$ cat config.mk
export PLATFORM = sky130hd
export DESIGN_NAME = key_repeat_accelerator_unit_flat
export DESIGN_NICKNAME = d
export VERILOG_FILES = /design/src/hdl/kra_pkg.sv /design/src/hdl/kra_if.sv /design/src/hdl/key_repeat_accelerator_unit.sv /design/src/hdl/kra_cfg_regs.sv /design/src/hdl/kra_ser_mul.sv /design/src/hdl/kra_out_stage.sv /design/src/flat_wrapper.sv
export SDC_FILE = /design/constraint.sdc
export NUM_CORES = 1
export LEC_CHECK = 0
export BUFFER_PORTS_ARGS = -buffer_cell sky130_fd_sc_hd__buf_2
export CELL_PAD_IN_SITES_DETAIL_PLACEMENT = 1
export CELL_PAD_IN_SITES_GLOBAL_PLACEMENT = 1
export CORE_MARGIN = 1
export CORE_UTILIZATION = 50
export CTS_CLUSTER_DIAMETER = 120
export CTS_CLUSTER_SIZE = 25
export DETAILED_ROUTE_END_ITERATION = 16
export HOLD_SLACK_MARGIN = 0.1
export MAX_ROUTING_LAYER = met4
export PLACE_DENSITY_LB_ADDON = 0.1
export SETUP_SLACK_MARGIN = 0.1
export SYNTH_ARGS = -nofsm -noshare
export SYNTH_HDL_FRONTEND = slang
export SYNTH_SLANG_ARGS = --single-unit
export TNS_END_PERCENT = 30
$ cat constraint.sdc
create_clock -name clk -period 4.5 [get_ports clk]
set_input_delay 0.675 -clock clk [delete_from_list [all_inputs] [get_ports clk]]
set_output_delay 0.675 -clock clk [all_outputs]
set_load 0.02 [all_outputs]
$ cat src/hdl/kra_pkg.sv
// Shared types, widths, reset values and codes for the key repeat accelerator.
package kra_pkg;

	localparam int FT_W     = 16;   // frame time, Q0.16
	localparam int THR_W    = 32;   // repeat threshold and travel, Q16.16
	localparam int RATE_W   = 24;   // speed, Q16.8
	localparam int ACC_W    = 12;   // acceleration, Q4.8
	localparam int ACT_W    = 3;
	localparam int IDX_W    = 2;
	localparam int DATA_W   = 32;
	localparam int FRAC_SH  = 8;    // Q.8 scaling of rate and acceleration
	localparam int PROD_W   = RATE_W + FT_W;
	localparam int INC_W    = PROD_W + 2 - FRAC_SH;
	localparam int NKEYS    = 7;    // six repeat keys and pause
	localparam int NREP     = 6;
	localparam int KEY_W    = 3;

	localparam logic [THR_W-1:0]  THR_RST   = 32'd1310720;
	localparam logic [RATE_W-1:0] SPEED_RST = 24'd15360;
	localparam logic [ACC_W-1:0]  ACCEL_RST = 12'd435;

	localparam logic [IDX_W-1:0] REG_THRESHOLD = 2'd0;
	localparam logic [IDX_W-1:0] REG_SPEED     = 2'd1;
	localparam logic [IDX_W-1:0] REG_ACCEL     = 2'd2;

	localparam logic [ACT_W-1:0] ACT_RIGHT   = 3'd0;
	localparam logic [ACT_W-1:0] ACT_LEFT    = 3'd1;
	localparam logic [ACT_W-1:0] ACT_ROT_CW  = 3'd2;
	localparam logic [ACT_W-1:0] ACT_ROT_CCW = 3'd3;
	localparam logic [ACT_W-1:0] ACT_DROP    = 3'd4;
	localparam logic [ACT_W-1:0] ACT_PAUSE   = 3'd5;

	localparam logic [KEY_W-1:0] KEY_RIGHT = 3'd0;
	localparam logic [KEY_W-1:0] KEY_LEFT  = 3'd1;
	localparam logic [KEY_W-1:0] KEY_UP    = 3'd2;
	localparam logic [KEY_W-1:0] KEY_Z     = 3'd3;
	localparam logic [KEY_W-1:0] KEY_X     = 3'd4;
	localparam logic [KEY_W-1:0] KEY_DOWN  = 3'd5;
	localparam logic [KEY_W-1:0] KEY_PAUSE = 3'd6;

	typedef struct packed {
		logic [THR_W-1:0]  threshold;
		logic [RATE_W-1:0] init_speed;
		logic [ACC_W-1:0]  accel;
	} cfg_t;

	// one request from the sequencer to the output stage
	typedef struct packed {
		logic             fire;    // new action, not yet known to be the last
		logic             flush;   // frame done: release the held action as last
		logic [ACT_W-1:0] action;
	} evt_t;

	function automatic logic [ACT_W-1:0] key_action(input logic [KEY_W-1:0] k);
		logic [ACT_W-1:0] a;
		unique case (k)
			KEY_RIGHT: a = ACT_RIGHT;
			KEY_LEFT:  a = ACT_LEFT;
			KEY_UP:    a = ACT_ROT_CW;
			KEY_Z:     a = ACT_ROT_CCW;
			KEY_X:     a = ACT_ROT_CW;
			KEY_DOWN:  a = ACT_DROP;
			default:   a = ACT_PAUSE;
		endcase
		return a;
	endfunction

endpackage

$ cat src/hdl/kra_if.sv
// Channel interfaces: frame input, action output and register writes.
interface kra_in_if;
	logic                      valid;
	logic                      ready;
	logic [kra_pkg::FT_W-1:0]  frame_time;
	logic                      key_right;
	logic                      key_left;
	logic                      key_up;
	logic                      key_z;
	logic                      key_x;
	logic                      key_down;
	logic                      key_pause;

	modport source (output valid, frame_time, key_right, key_left, key_up, key_z, key_x,
		key_down, key_pause, input ready);
	modport sink (input valid, frame_time, key_right, key_left, key_up, key_z, key_x,
		key_down, key_pause, output ready);
endinterface

interface kra_out_if;
	logic                      valid;
	logic                      ready;
	logic [kra_pkg::ACT_W-1:0] action;
	logic                      last;

	modport source (output valid, action, last, input ready);
	modport sink (input valid, action, last, output ready);
endinterface

interface kra_cfg_if;
	logic                       valid;
	logic                       ready;
	logic [kra_pkg::IDX_W-1:0]  index;
	logic [kra_pkg::DATA_W-1:0] data;

	modport source (output valid, index, data, input ready);
	modport sink (input valid, index, data, output ready);
endinterface

$ cat src/hdl/key_repeat_accelerator_unit.sv
// Key auto-repeat with acceleration: one frame in, zero to seven actions out.
//
// Channels: keys takes one frame word (frame time in Q0.16 and seven key levels);
// acts gives one action word per fired action, in key order right, left, up,
// z, x, down, pause, with last set on the final word of the frame. A frame
// that fires nothing gives no word. cfg writes threshold (index 0), initial
// speed (index 1) and acceleration (index 2); it is always ready.
// A frame takes longer for each pressed repeat key and each repeat that
// accelerates, and longer still while acts stalls. Most of that time goes to the
// bit-serial multiplier, which works bit by bit, MSB first, on each rate times
// frame-time product and again on each rate times acceleration.
// keys is ready only between frames; the final action of a frame leaves the
// block once the frame word has been fully worked through.
// Reset clears the held flags, pause flag and travel, loads rate with the
// default initial speed and restores the default registers.
// When acts stalls, one action waits in the output register and one more in
// the hold stage; the sequencer then halts on its next fire until the output register frees.
module key_repeat_accelerator_unit (
	input  logic      clk,
	input  logic      arst_n,
	kra_in_if.sink    keys,
	kra_out_if.source acts,
	kra_cfg_if.sink   cfg
);

	localparam int ST_W = 4;
	localparam logic [ST_W-1:0] S_IDLE   = 4'd0;
	localparam logic [ST_W-1:0] S_KEY    = 4'd1;
	localparam logic [ST_W-1:0] S_MUL    = 4'd2;
	localparam logic [ST_W-1:0] S_TRIPLE = 4'd3;
	localparam logic [ST_W-1:0] S_ADD    = 4'd4;
	localparam logic [ST_W-1:0] S_CMP    = 4'd5;
	localparam logic [ST_W-1:0] S_ACC    = 4'd6;
	localparam logic [ST_W-1:0] S_FIRE   = 4'd7;
	localparam logic [ST_W-1:0] S_PAUSE  = 4'd8;
	localparam logic [ST_W-1:0] S_FLUSH  = 4'd9;

	localparam int THR_W  = kra_pkg::THR_W;
	localparam int RATE_W = kra_pkg::RATE_W;
	localparam int PROD_W = kra_pkg::PROD_W;
	localparam int INC_W  = kra_pkg::INC_W;
	localparam int SH     = kra_pkg::FRAC_SH;

	kra_pkg::cfg_t regs;
	kra_pkg::evt_t ev;
	logic          out_rdy;

	logic [ST_W-1:0]           state_q;
	logic [kra_pkg::KEY_W-1:0] key_q;
	logic [kra_pkg::FT_W-1:0]  ft_q;
	logic [kra_pkg::NKEYS-1:0] lvl_q;
	logic [kra_pkg::NREP-1:0]  held_q;
	logic                      pause_held_q;
	logic [THR_W-1:0]          travel_q;
	logic [RATE_W-1:0]         rate_q;
	logic [INC_W-1:0]          inc_q;

	logic                      mul_start;
	logic [kra_pkg::FT_W-1:0]  mul_b;
	logic                      mul_done;
	logic [PROD_W-1:0]         mul_p;

	logic                      lvl_k;
	logic                      held_k;
	logic                      is_drop;
	logic [PROD_W+1:0]         prod3;
	logic [THR_W+2:0]          sum;
	logic [THR_W:0]            diff;
	logic                      over;
	logic                      pause_edge;
	logic [RATE_W-1:0]         rate_acc;

	kra_cfg_regs u_cfg (
		.clk    (clk),
		.arst_n (arst_n),
		.cfg    (cfg),
		.regs   (regs)
	);

	kra_ser_mul u_mul (
		.clk    (clk),
		.arst_n (arst_n),
		.start  (mul_start),
		.a      (rate_q),
		.b      (mul_b),
		.done   (mul_done),
		.p      (mul_p)
	);

	kra_out_stage u_out (
		.clk    (clk),
		.arst_n (arst_n),
		.ev     (ev),
		.rdy    (out_rdy),
		.acts   (acts)
	);

	assign keys.ready = (state_q == S_IDLE);

	assign lvl_k      = lvl_q[key_q];
	assign held_k     = held_q[key_q];
	assign is_drop    = (key_q == kra_pkg::KEY_DOWN);
	assign pause_edge = lvl_q[kra_pkg::KEY_PAUSE] && !pause_held_q;

	// soft drop moves three times as far: p + 2p
	assign prod3 = {1'b0, mul_p, 1'b0} + {2'b00, mul_p};
	assign sum   = {3'b000, travel_q} + (THR_W+3)'(inc_q);
	assign diff  = {1'b0, travel_q} - {1'b0, regs.threshold};
	assign over  = !diff[THR_W] && (diff[THR_W-1:0] != '0);

	// rate * acceleration >> 8, clamped to the rate width
	assign rate_acc = (mul_p[PROD_W-1:RATE_W+SH] != '0) ? '1 : mul_p[RATE_W+SH-1:SH];

	// start the frame-time product from a pressed key, the acceleration product
	// from a repeat of any key but soft drop
	assign mul_start = ((state_q == S_KEY) && lvl_k)
		|| ((state_q == S_CMP) && over && !is_drop);
	assign mul_b     = (state_q == S_KEY) ? ft_q : kra_pkg::FT_W'(regs.accel);

	always_comb begin
		ev.fire   = 1'b0;
		ev.flush  = 1'b0;
		ev.action = kra_pkg::key_action(key_q);
		unique case (state_q)
			S_FIRE:  ev.fire = out_rdy;
			S_PAUSE: begin
				ev.fire   = pause_edge && out_rdy;
				ev.action = kra_pkg::ACT_PAUSE;
			end
			S_FLUSH: ev.flush = out_rdy;
			default: ;
		endcase
	end

	always_ff @(posedge clk or negedge arst_n) begin
		if (!arst_n) begin
			state_q      <= S_IDLE;
			key_q        <= '0;
			ft_q         <= '0;
			lvl_q        <= '0;
			held_q       <= '0;
			pause_held_q <= 1'b0;
			travel_q     <= '0;
			rate_q       <= kra_pkg::SPEED_RST;
			inc_q        <= '0;
		end else begin
			unique case (state_q)
				S_IDLE: begin
					if (keys.valid) begin
						ft_q    <= keys.frame_time;
						lvl_q   <= {keys.key_pause, keys.key_down, keys.key_x, keys.key_z,
							keys.key_up, keys.key_left, keys.key_right};
						key_q   <= kra_pkg::KEY_RIGHT;
						state_q <= S_KEY;
					end
				end
				S_KEY: begin
					if (lvl_k) begin
						state_q <= S_MUL;
					end else begin
						// release: drop the held flag, clear travel, reload speed
						if (held_k) begin
							held_q[key_q] <= 1'b0;
							travel_q      <= '0;
							rate_q        <= regs.init_speed;
						end
						if (key_q == kra_pkg::KEY_DOWN) begin
							state_q <= S_PAUSE;
						end else begin
							key_q <= key_q + 1'b1;
						end
					end
				end
				S_MUL: begin
					if (mul_done) begin
						state_q <= S_TRIPLE;
					end
				end
				S_TRIPLE: begin
					inc_q   <= is_drop ? prod3[PROD_W+1:SH] : INC_W'(mul_p[PROD_W-1:SH]);
					state_q <= S_ADD;
				end
				S_ADD: begin
					travel_q <= (sum[THR_W+2:THR_W] != '0) ? '1 : sum[THR_W-1:0];
					if (!held_k) begin
						held_q[key_q] <= 1'b1;
						state_q       <= S_FIRE;
					end else begin
						state_q <= S_CMP;
					end
				end
				S_CMP: begin
					if (over) begin
						travel_q <= diff[THR_W-1:0];
						state_q  <= is_drop ? S_FIRE : S_ACC;
					end else if (key_q == kra_pkg::KEY_DOWN) begin
						state_q <= S_PAUSE;
					end else begin
						key_q   <= key_q + 1'b1;
						state_q <= S_KEY;
					end
				end
				S_ACC: begin
					if (mul_done) begin
						rate_q  <= rate_acc;
						state_q <= S_FIRE;
					end
				end
				S_FIRE: begin
					if (out_rdy) begin
						if (key_q == kra_pkg::KEY_DOWN) begin
							state_q <= S_PAUSE;
						end else begin
							key_q   <= key_q + 1'b1;
							state_q <= S_KEY;
						end
					end
				end
				S_PAUSE: begin
					// toggle on the press edge only; hold until the word is taken
					if (pause_edge) begin
						if (out_rdy) begin
							pause_held_q <= 1'b1;
							state_q      <= S_FLUSH;
						end
					end else begin
						if (!lvl_q[kra_pkg::KEY_PAUSE]) begin
							pause_held_q <= 1'b0;
						end
						state_q <= S_FLUSH;
					end
				end
				S_FLUSH: begin
					if (out_rdy) begin
						state_q <= S_IDLE;
					end
				end
				default: state_q <= S_IDLE;
			endcase
		end
	end

endmodule

$ cat src/hdl/kra_cfg_regs.sv
// Configuration register file: threshold, initial speed and acceleration.
module kra_cfg_regs (
	input  logic          clk,
	input  logic          arst_n,
	kra_cfg_if.sink       cfg,
	output kra_pkg::cfg_t regs
);

	kra_pkg::cfg_t regs_q;

	assign cfg.ready = 1'b1;
	assign regs      = regs_q;

	always_ff @(posedge clk or negedge arst_n) begin
		if (!arst_n) begin
			regs_q.threshold  <= kra_pkg::THR_RST;
			regs_q.init_speed <= kra_pkg::SPEED_RST;
			regs_q.accel      <= kra_pkg::ACCEL_RST;
		end else if (cfg.valid) begin
			unique case (cfg.index)
				kra_pkg::REG_THRESHOLD: regs_q.threshold  <= cfg.data[kra_pkg::THR_W-1:0];
				kra_pkg::REG_SPEED:     regs_q.init_speed <= cfg.data[kra_pkg::RATE_W-1:0];
				kra_pkg::REG_ACCEL:     regs_q.accel      <= cfg.data[kra_pkg::ACC_W-1:0];
				default: ;  // drop writes beyond the register list
			endcase
		end
	end

endmodule

$ cat src/hdl/kra_ser_mul.sv
// Bit-serial shift-add multiplier, one multiplier bit per cycle, MSB first.
module kra_ser_mul (
	input  logic                          clk,
	input  logic                          arst_n,
	input  logic                          start,
	input  logic [kra_pkg::RATE_W-1:0]    a,
	input  logic [kra_pkg::FT_W-1:0]      b,
	output logic                          done,
	output logic [kra_pkg::PROD_W-1:0]    p
);

	localparam int CNT_W = $clog2(kra_pkg::FT_W);
	localparam logic [CNT_W-1:0] CNT_LAST = CNT_W'(kra_pkg::FT_W - 1);

	logic                        busy_q;
	logic                        done_q;
	logic [CNT_W-1:0]            cnt_q;
	logic [kra_pkg::RATE_W-1:0]  a_q;
	logic [kra_pkg::FT_W-1:0]    b_q;
	logic [kra_pkg::PROD_W-1:0]  acc_q;
	logic [kra_pkg::PROD_W-1:0]  addend;

	assign addend = b_q[kra_pkg::FT_W-1] ? kra_pkg::PROD_W'(a_q) : '0;
	assign done   = done_q;
	assign p      = acc_q;

	always_ff @(posedge clk or negedge arst_n) begin
		if (!arst_n) begin
			busy_q <= 1'b0;
			done_q <= 1'b0;
			cnt_q  <= '0;
			a_q    <= '0;
			b_q    <= '0;
			acc_q  <= '0;
		end else begin
			done_q <= 1'b0;
			if (start) begin
				busy_q <= 1'b1;
				cnt_q  <= '0;
				a_q    <= a;
				b_q    <= b;
				acc_q  <= '0;
			end else if (busy_q) begin
				// double, then add the multiplicand when the next bit is set
				acc_q <= {acc_q[kra_pkg::PROD_W-2:0], 1'b0} + addend;
				b_q   <= {b_q[kra_pkg::FT_W-2:0], 1'b0};
				cnt_q <= cnt_q + 1'b1;
				if (cnt_q == CNT_LAST) begin
					busy_q <= 1'b0;
					done_q <= 1'b1;
				end
			end
		end
	end

endmodule

$ cat src/hdl/kra_out_stage.sv
// Output stage: hold the newest action until it is known whether it ends the frame.
module kra_out_stage (
	input  logic          clk,
	input  logic          arst_n,
	input  kra_pkg::evt_t ev,
	output logic          rdy,
	kra_out_if.source     acts
);

	logic                      pend_valid_q;
	logic [kra_pkg::ACT_W-1:0] pend_act_q;
	logic                      out_valid_q;
	logic [kra_pkg::ACT_W-1:0] out_act_q;
	logic                      out_last_q;
	logic                      can_load;
	logic                      push;

	assign can_load = !out_valid_q || acts.ready;
	assign rdy      = !pend_valid_q || can_load;
	assign push     = pend_valid_q && (ev.fire || ev.flush) && can_load;

	assign acts.valid  = out_valid_q;
	assign acts.action = out_act_q;
	assign acts.last   = out_last_q;

	always_ff @(posedge clk or negedge arst_n) begin
		if (!arst_n) begin
			pend_valid_q <= 1'b0;
			pend_act_q   <= '0;
			out_valid_q  <= 1'b0;
			out_act_q    <= '0;
			out_last_q   <= 1'b0;
		end else begin
			if (push) begin
				out_valid_q <= 1'b1;
				out_act_q   <= pend_act_q;
				out_last_q  <= ev.flush;
			end else if (acts.ready) begin
				out_valid_q <= 1'b0;
			end
			if (ev.fire && rdy) begin
				pend_valid_q <= 1'b1;
				pend_act_q   <= ev.action;
			end else if (ev.flush && rdy) begin
				pend_valid_q <= 1'b0;
			end
		end
	end

endmodule
$ cat src/flat_wrapper.sv
// flat-port wrapper written by rule: the top's interface ports become plain ports
module key_repeat_accelerator_unit_flat 
  (clk, arst_n, keys_valid, keys_frame_time, keys_key_right, keys_key_left, keys_key_up, keys_key_z, keys_key_x, keys_key_down, keys_key_pause, keys_ready, acts_valid, acts_action, acts_last, acts_ready, cfg_valid, cfg_index, cfg_data, cfg_ready);
  kra_in_if keys_i ();
  kra_out_if acts_i ();
  kra_cfg_if cfg_i ();
  input  logic clk;
  input  logic arst_n;
  input wire logic [$bits(keys_i.valid)-1:0] keys_valid;
  input wire logic [$bits(keys_i.frame_time)-1:0] keys_frame_time;
  input wire logic [$bits(keys_i.key_right)-1:0] keys_key_right;
  input wire logic [$bits(keys_i.key_left)-1:0] keys_key_left;
  input wire logic [$bits(keys_i.key_up)-1:0] keys_key_up;
  input wire logic [$bits(keys_i.key_z)-1:0] keys_key_z;
  input wire logic [$bits(keys_i.key_x)-1:0] keys_key_x;
  input wire logic [$bits(keys_i.key_down)-1:0] keys_key_down;
  input wire logic [$bits(keys_i.key_pause)-1:0] keys_key_pause;
  output wire logic [$bits(keys_i.ready)-1:0] keys_ready;
  output wire logic [$bits(acts_i.valid)-1:0] acts_valid;
  output wire logic [$bits(acts_i.action)-1:0] acts_action;
  output wire logic [$bits(acts_i.last)-1:0] acts_last;
  input wire logic [$bits(acts_i.ready)-1:0] acts_ready;
  input wire logic [$bits(cfg_i.valid)-1:0] cfg_valid;
  input wire logic [$bits(cfg_i.index)-1:0] cfg_index;
  input wire logic [$bits(cfg_i.data)-1:0] cfg_data;
  output wire logic [$bits(cfg_i.ready)-1:0] cfg_ready;
  assign keys_i.valid = keys_valid;
  assign keys_i.frame_time = keys_frame_time;
  assign keys_i.key_right = keys_key_right;
  assign keys_i.key_left = keys_key_left;
  assign keys_i.key_up = keys_key_up;
  assign keys_i.key_z = keys_key_z;
  assign keys_i.key_x = keys_key_x;
  assign keys_i.key_down = keys_key_down;
  assign keys_i.key_pause = keys_key_pause;
  assign keys_ready = keys_i.ready;
  assign acts_valid = acts_i.valid;
  assign acts_action = acts_i.action;
  assign acts_last = acts_i.last;
  assign acts_i.ready = acts_ready;
  assign cfg_i.valid = cfg_valid;
  assign cfg_i.index = cfg_index;
  assign cfg_i.data = cfg_data;
  assign cfg_ready = cfg_i.ready;
  key_repeat_accelerator_unit u_core (.clk(clk), .arst_n(arst_n), .keys(keys_i), .acts(acts_i), .cfg(cfg_i));
endmodule
==> impl_metrics.env <==
export IMPL_status="completed"
export IMPL_vdd_ir_drop_worst_v=0.000695
export IMPL_numCtsBuffers=16
export IMPL_routed_via_density=6.19
export IMPL_grt_total_usage_pct=30.5
export IMPL_final_common_cell="dfrtp_1"
export IMPL_critPathArrivalTime_ps=4720
export IMPL_synth_mux_area_share_pct=10.3
export IMPL_synth_top_cell_area_share_pct=34.3
export IMPL_port_buffers=67
export IMPL_synth_adder_area_share_pct=8.95
export IMPL_area_growth_syn_to_layout_pct=7.57
export IMPL_maxSlewViolCount=0
export IMPL_path_clk_slew_ps=110
export IMPL_dp_hpwl_um=45500
export IMPL_instances_no_fill=2699
export IMPL_drt_iter0_drc=856
export IMPL_cts_tree="done"
export IMPL_initial_core_util_pct=51.2
export IMPL_gp_congestion=0.954
export IMPL_vias=16700
export IMPL_power_leakage_nw=10.2
export IMPL_syn_inst=2155
export IMPL_synth_compound_area_share_pct=20.8
export IMPL_path_cells="ha_1, nor2b_1, o31a_1, o41a_1, o41ai_1, o21ai_0, nor4_2, o2111a_2, o2111ai_4, nand4_2, nand2_4, buf_4, mux2_4"
export IMPL_setup_violations_final=0
export IMPL_cp_slowest_cell="o41ai_1"
export IMPL_finalHoldViolCount=0
export IMPL_grt_pass1_vias=18000
export IMPL_synth_edf_count=0
export IMPL_coreArea_um2=39000
export IMPL_rows=72
export IMPL_startpoint="u_core.travel_q[1]"
export IMPL_slew_headroom_pct=27.4
export IMPL_skew_ps=23.0
export IMPL_ys_warn_count=0
export IMPL_dp_cells=2669
export IMPL_max_freq_ghz=0.232
export IMPL_final_cell_mix="dfrtp_1, nand2_1, nor2_1"
export IMPL_cts_root_buf="clkbuf_16"
export IMPL_final_nets=2373
export IMPL_dieArea_um2=40700
export IMPL_drtPass1Iterations=5
export IMPL_syn_area_per_cell_um2=9.26
export IMPL_cts_setup_buffers=0
export IMPL_tightest_slew_ps=1090
export IMPL_path_class="reg2reg"
export IMPL_hold_path_class="in2async"
export IMPL_stdcell_area_um2=21500
export IMPL_cts_hold_buffers=0
export IMPL_clk_path_buf_depth=3
export IMPL_die_height_um=202
export IMPL_io_pins=69
export IMPL_antenna_found_initial=1
export IMPL_drive_gt1_share_pct=14.2
export IMPL_synth_top_family_by_area="compound AO/OA/AOI/OAI gates"
export IMPL_synth_ff_type="dfrtp_1"
export IMPL_end_kind="flop"
export IMPL_die_w_um=202
export IMPL_final_antenna_net_count=0
export IMPL_synth_area_leaders="dfrtp_1, ha_1, mux2_2, o21ai_0, nand2_1"
export IMPL_placed_area_um2=20800
export IMPL_grt_pass1_wl_um=97200
export IMPL_r2r_start="u_core.travel_q[1]"
export IMPL_grt_max_degree=90
export IMPL_timing_final_crit_share_pct=95.8
export IMPL_drt_total_wl_um=60100
export IMPL_rsz0062_at_grt="yes"
export IMPL_max_stage_delay_ps=560
export IMPL_crit_path_end="u_core.u_mul.a_q[0]"
export IMPL_drc=0
export IMPL_finalCriticalPeriod_ps=4310
export IMPL_worstReg2RegEnd="u_core.u_mul.a_q[0]"
export IMPL_htreeDepth=1
export IMPL_overflow=0
export IMPL_synth_cell_types=92
export IMPL_synthArstFlopShare_pct=100
export IMPL_power_density_nw_per_um2=651
export IMPL_insertion_delay_ps=530
export IMPL_synth_seq_cells=290
export IMPL_reg2reg_slack_ps=190
export IMPL_cts_sinks=290
export IMPL_synth_top_area_cell="dfrtp_1"
export IMPL_crit_path_max_fanout=28
export IMPL_max_cap_violations=0
export IMPL_syn_nets=2358
export IMPL_syn_area_um2=20000
export IMPL_yosys_area_share_simple_pct=14.9
export IMPL_synth_xor_area_share_pct=4.21
export IMPL_startpoint_type="flop"
export IMPL_required_ps=4910
export IMPL_ys_seq_area_share_pct=36.5
export IMPL_detail_route_wl_per_cell_um=22.3
export IMPL_r2r_cells=13
state kept, by name, summed over array words and instances (netlist names), named ones only:
signal and count:
u_core.lvl_q 7, u_core.u_out.acts.action 3, u_core.u_mul.cnt_q 4, u_core.u_out.acts.last 1, u_core.state_q 4, u_core.u_out.acts.valid 1, u_core.u_out.pend_valid_q 1, u_core.u_out.pend_act_q 3
u_core.pause_held_q 1, u_core.u_cfg.regs 68, u_core.ft_q 16, u_core.u_mul.a_q 24, u_core.travel_q 32, u_core.u_mul.done 1, u_core.inc_q 34, u_core.key_q 3
u_core.u_mul.busy_q 1, u_core.u_mul.b_q 16, u_core.u_mul.p 40, u_core.rate_q 24
cells in the mapped netlist, types with 38 or more instances:
cell type / instances
nor2_1: 157
mux2_2: 74
a21o_1: 59
mux2_4: 42
dfrtp_1: 274
o21ai_0: 156
xnor2_1: 64
mux2i_1: 53
nand2_1: 195
or3_1: 38
a21oi_1: 146
inv_1: 103
clkbuf_1: 74
nor3_1: 45
ha_1: 138
nand3_1: 44
worst max-delay path, delay by kind of cell (launching register included):
family                     cells  cell delay, ps
buffers and inverters          1             250
and+or+nand+nor                4             740
adders and majority gates      1             310
muxes                          1             340
DFF                            1             460
AOI/OAI and AO/OA              6            2090
layer usage:
metal / global-route usage (%) / wire, um / vias up
li1: - / - / 7831
met1: 38.4 / 26600 / 8466
met2: 52.1 / 29700 / 290
met3: 2.47 / 1780 / 120
met4: 9.63 / 2020 / 0
met5: - / 0 / -
power breakdown:
part           internal (mW)  leakage [nW]  switching [mW]  total [mW]
registers               3.46          3.66           0.935        4.40
clock network          0.840         0.262           0.940        1.78
logic                   3.23          6.27            4.58        7.81
total                   7.53          10.2            6.46        14.0
cell families after synthesis:
| kind of cell | Yosys count |
|---|---|
| AND/OR/NAND/NOR | 621 |
| buffers and inverters | 208 |
| XOR/XNOR | 96 |
| AO/OA/AOI/OAI | 626 |
| adder cells (fa/ha/maj) | 141 |
| flip-flops | 290 |
| multiplexers | 172 |
| other | 1 |
worst min path at each step:
stage | endpoint | slack, ps | depth (start not counted)
after floorplan | asynchronous set/reset pin | 380 | 0
after global placement | u_core.u_mul.b_q[14] | 460 | 2
after detailed placement | u_core.u_out.acts.last | 470 | 2
after CTS | u_core.u_mul.p[35] | 130 | 1
after global routing | u_core.u_mul.p[35] | 150 | 1
final | u_core.u_mul.p[35] | 110 | 1
final cells by class:
class,instances,area (um^2)
clock buffer,24,452
antenna,1,2.50
clock inverter,4,91.3
sequential,290,7280
multi-input combinational,1657,11900
fill,4487,17500
timing repair buffer,102,676
inverter,103,387
tap,518,648
timing repair:
action | CTS | global route
endpoints found under the hold margin | 0 | 0
gates resized for setup | 3 | 16
gates cloned | 0 | 1
pin swaps | 0 | 4
setup endpoints to repair | 62 | 107
metrics by stage:
stage / power (mW) / worst slack [ps] / util (%) / setup TNS, ps / hold slack [ps]
floorplan: 9.80 / 878 / - / 0 / 379
global placement: 11.7 / -48.5 / 53.4 / -554 / 459
detailed placement: 12.0 / -72.0 / 53.4 / -1110 / 468
CTS: 13.9 / 104 / 54.8 / 0 / 132
global route: 15.0 / 27.8 / 55.0 / 0 / 151
finish: 14.0 / 187 / 55.0 / 0 / 109
Power figures use the tool's default switching activity.
